[config.mk]
export PLATFORM = sky130hd
export DESIGN_NAME = deq_ctrl
export DESIGN_NICKNAME = d
export VERILOG_FILES = /design/src/sv/deq_pkg.sv /design/src/sv/deq_ctrl.sv
export SDC_FILE = /design/constraint.sdc
export NUM_CORES = 1
export LEC_CHECK = 0
export ABC_CLOCK_PERIOD_IN_PS = 3000
export BUFFER_PORTS_ARGS = -buffer_cell sky130_fd_sc_hd__buf_2
export CAP_MARGIN = 20
export CORE_MARGIN = 4
export CORE_UTILIZATION = 50
export CTS_CLUSTER_SIZE = 8
export DETAILED_ROUTE_END_ITERATION = 12
export PLACE_DENSITY = 0.77
export SYNTH_ARGS = -nofsm -noshare
export SYNTH_HDL_FRONTEND = slang
export SYNTH_SLANG_ARGS = --single-unit
[constraint.sdc]
create_clock -name i_clk -period 3 [get_ports i_clk]
set_clock_uncertainty 0.15 [all_clocks]
set_input_delay 0.45 -clock i_clk [delete_from_list [all_inputs] [get_ports i_clk]]
set_output_delay 0.45 -clock i_clk [all_outputs]
set_load 0.01 [all_outputs]
[src/sv/deq_pkg.sv]
// shared types and constants for the double-ended queue
// no dependencies; used by deq_ctrl and double_ended_queue
`timescale 1ns / 1ps

package deq_pkg;

    localparam int WORD_W   = 32;
    localparam int CNT_W    = 11;
    localparam int S_DATA_W = 32;
    localparam int S_USER_W = 2;
    localparam int M_DATA_W = 48;
    localparam int M_USER_W = 3;

    typedef enum logic [1:0] {
        ACT_PUSH_FRONT = 2'd0,
        ACT_PUSH_BACK  = 2'd1,
        ACT_POP_FRONT  = 2'd2,
        ACT_POP_BACK   = 2'd3
    } t_action;

    typedef enum logic [1:0] {
        ST_DONE  = 2'd0,
        ST_EMPTY = 2'd1,
        ST_FULL  = 2'd2
    } t_status;

    // per-beat outcome handed from the pointer logic to the output side
    typedef struct packed {
        logic               pop_ok;
        t_status            status;
        logic [CNT_W-1:0]   count;
        logic               empty;
        logic               full;
    } t_step_info;

endpackage

[src/sv/deq_ctrl.sv]
// front/back pointers, entry count and ram access generation
// depends on deq_pkg
`timescale 1ns / 1ps

module deq_ctrl #(
    parameter int DEPTH = 1024
) (
    input  logic                     i_clk,
    input  logic                     i_rst_n,
    input  logic                     i_accept,
    input  deq_pkg::t_action         i_action,
    output logic [$clog2(DEPTH)-1:0] o_addr,
    output logic                     o_we,
    output logic                     o_re,
    output deq_pkg::t_step_info      o_info
);

    localparam int AW = $clog2(DEPTH);
    localparam int CW = $clog2(DEPTH + 1);

    logic [AW-1:0] r_front, n_front;
    logic [AW-1:0] r_back,  n_back;
    logic [CW-1:0] r_count, n_count;
    logic          is_full_now;
    logic          is_empty_now;
    logic [CW+deq_pkg::CNT_W-1:0] count_wide;

    function automatic logic [AW-1:0] slot_next(input logic [AW-1:0] i);
        slot_next = (i == AW'(DEPTH - 1)) ? '0 : i + AW'(1);
    endfunction

    function automatic logic [AW-1:0] slot_prev(input logic [AW-1:0] i);
        slot_prev = (i == '0) ? AW'(DEPTH - 1) : i - AW'(1);
    endfunction

    assign is_full_now  = (r_count == CW'(DEPTH));
    assign is_empty_now = (r_count == '0);

    always_comb begin
        n_front = r_front;
        n_back  = r_back;
        n_count = r_count;
        o_addr  = r_back;
        o_we    = 1'b0;
        o_re    = 1'b0;
        o_info.pop_ok = 1'b0;
        o_info.status = deq_pkg::ST_DONE;
        unique case (i_action)
            deq_pkg::ACT_PUSH_FRONT: begin
                if (is_full_now) begin
                    o_info.status = deq_pkg::ST_FULL;
                end else begin
                    n_front = slot_prev(r_front);
                    o_addr  = n_front;
                    o_we    = i_accept;
                    n_count = r_count + CW'(1);
                end
            end
            deq_pkg::ACT_PUSH_BACK: begin
                if (is_full_now) begin
                    o_info.status = deq_pkg::ST_FULL;
                end else begin
                    o_addr  = r_back;
                    o_we    = i_accept;
                    n_back  = slot_next(r_back);
                    n_count = r_count + CW'(1);
                end
            end
            deq_pkg::ACT_POP_FRONT: begin
                if (is_empty_now) begin
                    o_info.status = deq_pkg::ST_EMPTY;
                end else begin
                    o_addr  = r_front;
                    o_re    = i_accept;
                    n_front = slot_next(r_front);
                    n_count = r_count - CW'(1);
                    o_info.pop_ok = 1'b1;
                end
            end
            deq_pkg::ACT_POP_BACK: begin
                if (is_empty_now) begin
                    o_info.status = deq_pkg::ST_EMPTY;
                end else begin
                    n_back  = slot_prev(r_back);
                    o_addr  = n_back;
                    o_re    = i_accept;
                    n_count = r_count - CW'(1);
                    o_info.pop_ok = 1'b1;
                end
            end
            default: begin
                o_info.status = deq_pkg::ST_DONE;
            end
        endcase
        // count shown masked to the field width
        count_wide   = (CW + deq_pkg::CNT_W)'(n_count);
        o_info.count = count_wide[deq_pkg::CNT_W-1:0];
        o_info.empty = (n_count == '0);
        o_info.full  = (n_count == CW'(DEPTH));
    end

    always_ff @(posedge i_clk) begin
        if (!i_rst_n) begin
            r_front <= '0;
            r_back  <= '0;
            r_count <= '0;
        end else if (i_accept) begin
            r_front <= n_front;
            r_back  <= n_back;
            r_count <= n_count;
        end
    end

`ifndef ASSERT_OFF
    a_count_bound: assert property (@(posedge i_clk) disable iff (!i_rst_n)
        r_count <= CW'(DEPTH))
        else $error("entry count beyond depth");

    a_ram_one_op: assert property (@(posedge i_clk) disable iff (!i_rst_n)
        !(o_we && o_re))
        else $error("ram read and write in one beat");

    a_count_step: assert property (@(posedge i_clk) disable iff (!i_rst_n)
        i_accept && o_we |=> r_count == $past(r_count) + CW'(1))
        else $error("count not bumped after a push");
`endif

endmodule
* Word-level counts from Yosys, hierarchy flattened *
Index checks and enable logic that the tools add are counted.

cells by class
  $add $sub $neg = 6
  $mul = 0
  div/mod/pow operators = 0
  magnitude comparators = 0
  equality and inequality tests = 10
  shift-type cells = 0
  muxes and demuxes = 25
  bitwise gates (word level) = 0
  reduce and logical (&&, ||, !) cells = 11

operators with widths
  kind                     count
  $mux W10                 10
  $pmux W10 S2             2
  $pmux W10 S4             1
  $eq A11 B11 Y1 const B   2
  $logic_not A11 Y1        2
  $mux W11                 2
  $pmux W11 S2             1
  $add A10 B1 Y10 const B  2
  $eq A10 B10 Y1 const B   2
  $logic_not A10 Y1        2
  $sub A10 B1 Y10 const B  2
  $add A11 B1 Y11 const B  1
  $sub A11 B1 Y11 const B  1
  $mux W1                  7
  $ne A2 B2 Y1 const B     3
  $eq A2 B2 Y1 const B     2
  $pmux W2 S2              1
  $reduce_and A4 Y1        1
  $reduce_bool A2 Y1       2
  $reduce_or A2 Y1         2
  $reduce_and A3 Y1        1
  $eq A2 B1 Y1 const B     1
  $logic_not A2 Y1         1
  $mux W2                  1

storage, ports and cells
  register bits = 31
  latch bits = 0
  bits in writable memories = 0
  memory bits (read-only) = 0
  bits of input ports = 5
  output and inout port bits = 28
  memories kept = 0

* Longest topological paths before layout *
Gate-level depths: netlist of run 1.

  word-level depth = 4
  depth in mapped cells = 10
  gate-level depth less buffers = 9

* Worst setup path after synthesis of run 1 *
Ideal clock, no wire load.

  path kind = reg2out
  start point = register r_count[0]
  end point = output o_info[0] in the netlist's numbering
  arrival = 2625 ps
  path slack = -225 ps
  stages on the path, launching flop included = 9
  buffers on the path = 0
  cell sequence = dfxtp_1 -> inv_1 -> ha_1 -> or4b_1 -> nor4_4 -> o32ai_1 -> xor2_1 -> or4_1 -> nor3_1

RTL lines
  what                      line             source
  start: declaration        deq_ctrl.sv:23   logic [CW-1:0] r_count, n_count;
  start signal: assignment  deq_ctrl.sv:110  r_count <= n_count;
  end: declaration          deq_ctrl.sv:15   output deq_pkg::t_step_info o_info

==> metrics, run 1 <==
DR WL/cell=~20 µm; maximum clock frequency=290 MHz; min cycle time layout=3.44 ns; VDD IR max=between 400 and 500 µV; drt total wl=roughly 13,000 µm; synthesized area per cell=6.71 µm²; unrepaired setup endpoints after global routing=true; initial antenna violation count=0; Vias=approximately 4,300; Num CTS Buffers=5; starting density of the core=52.4%; Worst Slack Setup Final=-0.443 ns; internal cell power=roughly 0.0018 W; Slew @ Worst Pin=roughly 0.89 ns; dpl hpwl=slightly below 8000 µm; crit end category=output port; Final setup viols=18; CTS tree=done; final hold vios=0; CP Class=reg -> out; IO Pins=33; Hold Crit Class=reg -> reg; H-tree depth=2; failing checks=negative setup slack; R2R cell count=16; antenna-violating nets left=0; CTS Sinks=31; fin nets=573; row count=28; P&R area growth vs syn=43.8%; Design Area, Final=4520 µm²; Comb power frac=between 70% and 80%; slew margin rel.=40.9%; CTS Root Cell=clkbuf_8; period utilization=115%; R2R Setup Slk=-0.06 ns; Sequential Power Share=between 10% and 20%; top cell type's share of synthesized area=around a fifth; CTS Buffer Depth=2; Synth Net Count=480; largest cells by area after synthesis=dfxtp_1, nand2_1, o21ai_0; Post-synth ARST share=0%; CP max FO=4; final slew viol count=0; Leak=about 1.9 nW; RR Startpoint=r_count[0]; core area=roughly 6000 µm²; worst path required time=2.40 ns; Synth Flop Type=dfxtp_1; clock-pin slew on the worst setup and hold paths=0.07 ns; clk_lat worst skew=just under 0.3 ns; register area share after synthesis=around a fifth; Power Dens Cells=717 nW/µm²; clock group share of total power=a little over a tenth; endpoint of the worst register-to-register path=r_back[4]; worst hold stages=2; PortBufs=32; Ys Warns=0; Critical Path Start=r_count[0]; Cells after Synth=between 400 and 500; Switch Pwr=around 0.0014 W; die area=about 7600 µm²; # fillers=400; crit path to=o_info[1]; Placer Congestion=1.01; share of layout cells above drive strength 1=between 30% and 40%; GR Util All Layers=between 30% and 40%; pin count of the biggest net entering global routing=25; EDFF count, synth=0; Netlist cell types=64; Mapped Area=3140 µm²; drc violations=0; grt ovf=0; Startpoint Class=flop; dominant cell type by area after synthesis=dfxtp_1; number of global-route vias before repair=approximately 4,000; detailed router's first-iteration violation count=just over 600; Sum Neg Setup Slack=-4.31 ns; #FFs+latches synth=31; Die W=87.2 µm; DP Area=roughly 3800 µm²; drt pass-1 iters=7; Max Cap Viol=0; ANT cells=0; most common cell in the netlist=nand2_1; post-DR vias/cell=between 6 and 7; wire length of the first global-routing pass=19,300 µm; status=complete, but fails checks; Chip Height=roughly 87 µm; Worst Path Arrival=between 2 and 3 ns; sw frac=44.7%; Commonest cells post-synth=nand2_1, nor2_1, clkbuf_1
## worst max-delay path, cell delays in order, from the launching register on
cell,delay [ns]
dfxtp_2,0.34
inv_2,0.09
ha_4,0.15
or4b_4,0.50
nor4_4,0.26
o32ai_2,0.15
xor2_1,0.20
or4_4,0.56
nor3_2,0.13
buf_2,0.16
## worst min path at each step
stage,start,to,slack [ns]
2_1_floorplan,r_count[1],r_count[1],0.37
3_3_place_gp,r_front[1],r_front[1],0.32
3_5_place_dp,r_front[1],r_front[1],0.33
4_1_cts,r_front[1],r_front[1],0.34
5_1_grt,r_front[1],r_front[1],0.37
6_report,r_front[1],r_front[1],0.34
## logic make-up after synthesis
kind of cell             share of synthesized area (%)
AND/OR/NAND/NOR                                   33.2
buffers and inverters                             8.01
XOR/XNOR                                          6.14
flip-flops                                        19.8
multiplexers                                     0.638
AO/OA/AOI/OAI                                     29.4
adder cells (fa/ha/maj)                           2.79
## flip-flops by register name (all words and copies together), names as in the netlist
register	count
r_count	11
r_back	10
r_front	10
## per-layer routing
| layer | vias up | part of all wire [%] | GRT usage [%] |
|---|---|---|---|
| met4 | 0 | 6.7 | 18.4 |
| met2 | 375 | 46 | 52.3 |
| met1 | 1941 | 37 | 38.4 |
| met5 | - | 0 | 0 |
| met3 | 98 | 11 | 5.11 |
| li1 | 1907 | - | - |
## through the flow
step	power, W	worst slack (ns)	hold slack, ns	util, %	std cells
global route	0.00339	-0.514	0.371	75.4	636
global placement	0.00217	-0.164	0.319	64.1	607
detailed placement	0.00220	-0.248	0.333	64.1	607
CTS	0.00291	-0.351	0.344	71.5	629
floorplan	0.00152	-0.195	0.372	-	468
finish	0.00324	-0.443	0.339	75.4	636
## power by group through the flow
stage	Combinational (W)	Sequential, W	Clock [W]
floorplan	0.00102	0.000495	0
global placement	0.00165	0.000522	0
detailed placement	0.00168	0.000525	0
CTS	0.00204	0.000518	0.000351
global route	0.00250	0.000529	0.000363
finish	0.00236	0.000525	0.000347
## cell type report
type | instances | area [µm²] | area share (%)
multi-input cells | 373 | 2640 | 58.4
repair buffers | 132 | 1000 | 22.2
flip-flops and latches | 31 | 623 | 13.8
well taps | 75 | 93.8 | 2.08
clock buffers | 6 | 82.6 | 1.83
inverters | 18 | 70.1 | 1.55
clock inverters | 1 | 5.00 | 0.111
## timing repair
action | in CTS | in global routing
setup buffers | 17 | 8
hold buffers | 0 | 0
endpoints found under the setup margin | 18 | 21
gates resized for setup | 57 | 34
pin swaps | 20 | 13
## cell usage in the layout, fill, tap and decap left out, types with 11 or more instances in the layout
cell     count
xor2_1      11
o21ai_0     26
nand2_1     52
inv_1       12
nand3_1     21
buf_2       27
nor2_1      44
dfxtp_1     29
a21oi_1     26
buf_6       11
buf_4       90
Note: power is estimated with default switching activity, not from simulation.
==> run 2, diff against run 1 <==
--- a/config.mk
+++ b/config.mk
@@ -12,7 +12,7 @@
 export CORE_UTILIZATION = 50
 export CTS_CLUSTER_SIZE = 8
 export DETAILED_ROUTE_END_ITERATION = 12
-export PLACE_DENSITY = 0.77
+export PLACE_DENSITY = 0.75
 export SYNTH_ARGS = -nofsm -noshare
 export SYNTH_HDL_FRONTEND = slang
 export SYNTH_SLANG_ARGS = --single-unit
==> run 2 against run 1 <==
  * Sequential share of layout area up 0.39 points
  * Power down 5.1%
  * Maximum frequency is 1.8% lower
  * Combinational power decreased by 8%
  * Wire length shrank 4.9%
  * Register-to-register slack gained 0.21 ns
  * Worst hold slack better by 0.0076 ns
  * The run still ends with negative setup slack left
  * First-iteration DRC count shrank 33%
  * Sequential power hardly changed
==> metrics, run 2 (synthesis results as in run 1) <==
R2R Setup Slk=roughly 0.15 ns; initial antenna violation count=0; unrepaired setup endpoints after global routing=true; commonest non-fill, non-tap cell in the layout=buf_4; GR Util All Layers=30.0%; share of layout cells above drive strength 1=34.5%; Design Area, Final=~4400 µm²; final non-filler cell total=roughly 630; starting density of the core=approximately 52%; maximum clock frequency=285 MHz; H-tree depth=2; CTS Root Cell=clkbuf_8; slew margin rel.=between 30% and 40%; dpl hpwl=about 7700 µm; largest registers=r_count: 11 flops, r_back: 10 flops, r_front: 10 flops; ANT cells=0; sw frac=between 40% and 50%; GRT met1 Usage=between 30% and 40%; GR Util met3=5.20%; Crit-path slowest cell=or4_4; CTS tree=done; number of global-route vias before repair=just under 4,000; Leak=between 1.5 and 2 nW; critical path, cell by cell=inv_2 > ha_4 > or4b_4 > nor4_4 > o21ai_2 > xor2_1 > or4_4 > nor3_4 > buf_2; Power Dens Cells=roughly 700 nW/µm²; Hold Path Sink=r_front[1]; CP peak stage delay=0.58 ns; grt ovf=0; die area=~7600 µm²; Vias=4,179; Largest register FFs=11; CP Class=reg -> out; pin count of the biggest net entering global routing=25; worst path required time=around 2.4 ns; # fillers=457; Switch Pwr=around 0.0014 W; Placer Congestion=0.982; Worst Path Arrival=just under 3 ns; antenna-violating nets left=0; status=complete, but fails checks; Hold Crit Class=reg -> reg; drt pass-1 iters=5; Num CTS Buffers=5; DP Area=3840 µm²; VDD IR max=roughly 460 µV; P&R area growth vs syn=39.9%; grt peak-use layer=met2; R2R cell count=10; clock-pin slew on the worst setup and hold paths=about 0.07 ns; most frequent cells in the layout=buf_4, nand2_1, nor2_1; CTS Sinks=31; Max Cap Viol=0; hold path start=r_front[1]; wire length of the first global-routing pass=18,300 µm; PortBufs=32; Chip Height=about 87 µm; core area=5990 µm²; DR WL/cell=19.2 µm; drc violations=0; IO Pins=33; Startpoint Class=flop; Reg with most FFs=r_count; Die W=87.2 µm; RR Startpoint=r_count[0]; endpoint of the worst register-to-register path=r_back[0]; CP max FO=4; Post-Place Cells=just over 600; fin nets=roughly 560; row count=28; post-DR vias/cell=6.65; worst hold stages=2; crit end category=output port; Slew @ Worst Pin=between 0.9 and 1 ns; drt total wl=12,100 µm; period utilization=117%; Worst Slack Setup Final=-0.506 ns; # hold bufs at CTS=0; CTS Buffer Depth=2; final hold vios=0; post-layout util=roughly 73%; Final setup viols=17; Comb power frac=between 70% and 80%; min cycle time layout=3.51 ns; failing checks=negative setup slack; M2 GR Usage=between 50% and 60%; internal cell power=0.00171 W; final slew viol count=0; clock group share of total power=about an eighth; clk_lat worst skew=roughly 0.29 ns; Sequential Power Share=between 10% and 20%; detailed router's first-iteration violation count=approximately 400
-- run 2: per-layer routing --
metal / up-vias / share of wire (%)
met5: - / 0
met4: 0 / 4.9
met3: 71 / 8.2
met2: 262 / 49
met1: 1959 / 38
li1: 1887 / -
-- run 2: critical path: cells and delay by family (launching register included) --
kind,cells,cell delay (ns)
AOI/OAI and AO/OA,1,0.13
xor gates and xnor gates,1,0.18
adders and majority gates,1,0.15
buffers and inverters,2,0.22
DFF,1,0.33
and+or+nand+nor,4,1.59
-- run 2: worst max-delay path by stage --
stage / startpoint / endpoint / slack (ns)
finish: r_count[0] / o_info[0] / -0.51
global route: r_count[0] / o_info[0] / -0.58
CTS: r_count[0] / o_info[0] / -0.42
detailed placement: r_count[1] / o_info[1] / -0.23
global placement: r_count[1] / o_info[0] / -0.12
floorplan: r_count[0] / o_info[0] / -0.19
-- run 2: repair_timing --
action	CTS	global route
buffers inserted	9	7
setup endpoints to repair	17	20
endpoints found under the hold margin	0	0
pin swaps	15	20
gates resized for setup	28	50
-- run 2: power by group through the flow --
| stage | Clock, W | Combinational [W] | Sequential [W] |
|---|---|---|---|
| floorplan | 0 | 0.00102 | 0.000495 |
| global placement | 0 | 0.00162 | 0.000519 |
| detailed placement | 0 | 0.00166 | 0.000521 |
| finish | 0.000376 | 0.00217 | 0.000523 |
| global route | 0.000399 | 0.00232 | 0.000526 |
| CTS | 0.000376 | 0.00181 | 0.000515 |
-- run 2: cell type report --
class                           instances  area, µm²  area share [%]
Multi-Input combinational cell        373       2570            58.6
Timing Repair Buffer                  123        930            21.2
Sequential cell                        31        623            14.2
Clock buffer                            8        100            2.28
Tap cell                               75       93.8            2.14
Inverter                               18       70.1            1.60
-- run 2: stage by stage --
stage          total power [W]  TNS, ns  worst slack, ns  hold WS [ns]
4_1_cts                0.00270    -3.09           -0.418         0.347
5_1_grt                0.00324    -6.23           -0.584         0.368
2_1_floorplan          0.00152   -0.353           -0.195         0.372
6_report               0.00307    -4.72           -0.506         0.347
3_5_place_dp           0.00218   -0.902           -0.227         0.334
3_3_place_gp           0.00214   -0.308           -0.119         0.322
==> run 3, diff against run 2 <==
--- a/config.mk
+++ b/config.mk
@@ -5,6 +5,7 @@
 export SDC_FILE = /design/constraint.sdc
 export NUM_CORES = 1
 export LEC_CHECK = 0
+export ABC_AREA = 1
 export ABC_CLOCK_PERIOD_IN_PS = 3000
 export BUFFER_PORTS_ARGS = -buffer_cell sky130_fd_sc_hd__buf_2
 export CAP_MARGIN = 20
==> run 3 against run 2 <==
  * The run now ends clean
  * Global-route usage is 4.2 points lower
  * Sequential share of layout area rose by 3.0 points
  * Critical path depth rose by 2
  * Worst hold slack got worse by 0.030 ns
  * Via count decreased by 9.6%
  * Cell count rose by 5.7%
  * First-iteration DRC count shrank 3.9%
  * Combinational power is 69% lower
  * Design area shrank 18%
  * Critical endpoint is now o_addr[8]
==> metrics, run 3 <==
largest registers=r_count: 11 flops, r_back: 10 flops, r_front: 10 flops; CP max FO=7; Synth Area in Simple Gates=between 40 and 50%; drc violations=0; final slew viol count=0; period utilization=between 90% and 100%; clock-pin slew on the worst setup and hold paths=0.06 ns; Power Dens Cells=between 400 and 500 nW/µm²; die area=between 7000 and 8000 µm²; dpl hpwl=around 7400 µm; XOR/XNOR Fraction of Synth Area=6.50%; min cycle time layout=between 2 and 3 ns; Netlist cell types=40; internal cell power=approximately 0.00086 W; DR WL/cell=between 10 and 15 µm; Post-synth ARST share=0%; wire length of the first global-routing pass=approximately 16,000 µm; post-DR vias/cell=around 5.7; CTS Sinks=31; sw frac=around 43%; Multi-input gate area=2290 µm²; largest cells by area after synthesis=dfxtp_1, nand2_1, nor2_1; initial antenna violation count=0; Reg with most FFs=r_count; row count=29; drt total wl=around 10000 µm; Sequential Power Share=around 33%; Comb power frac=roughly 44%; EDFF count, synth=0; Startpoint Class=flop; Final setup viols=0; Slew @ Worst Pin=0.646 ns; GR Util All Layers=between 20% and 30%; register area share after synthesis=19.2%; Placer Congestion=~0.99; Post-Place Cells=between 600 and 700; # fillers=649; Synth Area in Adders=2.71%; Mapped Area=about 3200 µm²; VDD IR max=roughly 220 µV; H-tree depth=2; status=completed; detailed router's first-iteration violation count=between 300 and 400; share of layout cells above drive strength 1=roughly 15%; PortBufs=32; CTS Root Cell=clkbuf_8; Largest register FFs=11; mux contribution to synthesized area=0%; worst path required time=2.40 ns; #FFs+latches synth=31; Synth Net Count=between 500 and 600; Switch Pwr=roughly 0.00066 W; Commonest cells post-synth=nand2_1, nor2_1, inv_1; commonest non-fill, non-tap cell in the layout=nand2_1; Num CTS Buffers=5; clk_lat worst skew=a little under 0.3 ns; starting density of the core=between 50% and 60%; most frequent cells in the layout=nand2_1, nor2_1, inv_1; ANT cells=0; synthesized area per cell=5.82 µm²; fin nets=599; CTS Buffer Depth=2; Vias=3,776; Leak=approximately 1.7 nW; pre-CTS setup slack=about 0.25 ns; CP peak stage delay=approximately 0.35 ns; drt pass-1 iters=5; IO Pins=33; Crit-path slowest cell=dfxtp_1; number of global-route vias before repair=3,472; Hold Crit Class=in -> reg; Chip Height=approximately 88 µm; Die W=88.4 µm; Max Cap Viol=0; dominant cell type by area after synthesis=dfxtp_1; Crit path buffers/inverters=4; Cells after Synth=556; top cell type's share of synthesized area=approximately a fifth; Worst Path Arrival=2.26 ns; most common cell in the netlist=nand2_1; final hold vios=0; # hold bufs at CTS=0; grt ovf=0; Worst Slack Setup Final=between 0.1 and 0.15 ns; largest family of logic cells by synthesized area=simple AND/OR/NAND/NOR gates; maximum clock frequency=about 350 MHz; pin count of the biggest net entering global routing=19; register area=621 µm²; Synth Area in Compound Gates=a little under a fifth; slew margin rel.=a little under three fifths; antenna-violating nets left=0; CTS tree=done; core area=around 6300 µm²; Ys Warns=0; final non-filler cell total=664; clock group share of total power=around 23%; crit end category=output port; delay-heaviest family, CP=buffers and inverters; critical path, cell by cell=inv_1 > ha_1 > nand2_2 > nor2_4 > buf_4 > nand2_4 > buf_4 > nand3_1 > nand3_1 > a31oi_1 > buf_2; Sum Neg Setup Slack=0 ns; P&R area growth vs syn=11.8%; Synth Flop Type=dfxtp_1; CP Class=reg -> out
[run 3: cell count changes after synthesis, sizes merged, moves of 12 or more]
cell,before,now
clkbuf,38,9
inv,18,67
nand2,55,135
nand3,24,47
nor2,45,90
o211ai,4,16
o21ai,35,49
[run 3: final timing paths]
path                   start    endpoint  slack, ns  cells past startpoint
setup / recovery  r_count[0]   o_addr[8]       0.14                     11
hold / removal      i_accept  r_count[1]       0.32                      2
setup reg to reg  r_count[0]   r_back[8]       0.82                     12
hold reg to reg   r_front[6]  r_front[6]       0.39                      2
[run 3: metal layers]
layer | track usage (%) | routed length [µm] | share of wire, %
met5 | 0 | 0 | 0
met4 | 9.07 | 230 | 2.3
met3 | 3.54 | 622 | 6.3
met2 | 45.2 | 4680 | 47
met1 | 32.2 | 4320 | 44
[run 3: power groups by stage]
stage / clock network [W] / registers [W] / logic [W]
floorplan: 0 / 0.000478 / 0.000491
global placement: 0 / 0.000509 / 0.000617
detailed placement: 0 / 0.000509 / 0.000626
CTS: 0.000353 / 0.000500 / 0.000630
global route: 0.000375 / 0.000509 / 0.000753
finish: 0.000346 / 0.000504 / 0.000674
[run 3: cells by family after synthesis]
group                    Yosys count
AND/OR/NAND/NOR                  298
buffers and inverters             91
AO/OA/AOI/OAI                    105
adder cells (fa/ha/maj)            7
XOR/XNOR                          24
flip-flops                        31
[run 3: timing repair]
| item | 4_1_cts | 5_1_grt |
|---|---|---|
| endpoints found under the setup margin | 3 | 12 |
| buffers inserted | 0 | 8 |
| gates resized for setup | 1 | 12 |
| cloned | 0 | 2 |
| hold endpoints to repair | 0 | 0 |
| pin swaps | 0 | 2 |
[run 3: per-stage QoR]
step	power (W)	instance area, µm²	hold WS [ns]	utilization, %
finish	0.00152	3620	0.317	57.3
global route	0.00164	3620	0.320	57.3
CTS	0.00148	3480	0.313	55.2
detailed placement	0.00113	3390	0.383	53.7
global placement	0.00113	3390	0.374	53.7
floorplan	0.000969	3240	0.330	-
[run 3: worst register-to-register path, stage by stage, from the launching register on]
cell and delay (ns):
dfxtp_1 0.41, inv_1 0.10, ha_1 0.21, nand2_2 0.09, nor2_4 0.07, nand2_8 0.14
clkinv_2 0.13, nand2_2 0.12, nand3_4 0.15, inv_2 0.24, nand2_1 0.12, nor2_1 0.10
nor2_1 0.05
[run 3: area by class of cell]
class | count | area share, %
multi-input cells | 435 | 63.3
flip-flops and latches | 31 | 17.2
inverters | 68 | 7.19
repair buffers | 45 | 7.13
well taps | 77 | 2.66
clock buffers | 6 | 2.28
clock inverters | 1 | 0.138
repair inverters | 1 | 0.138
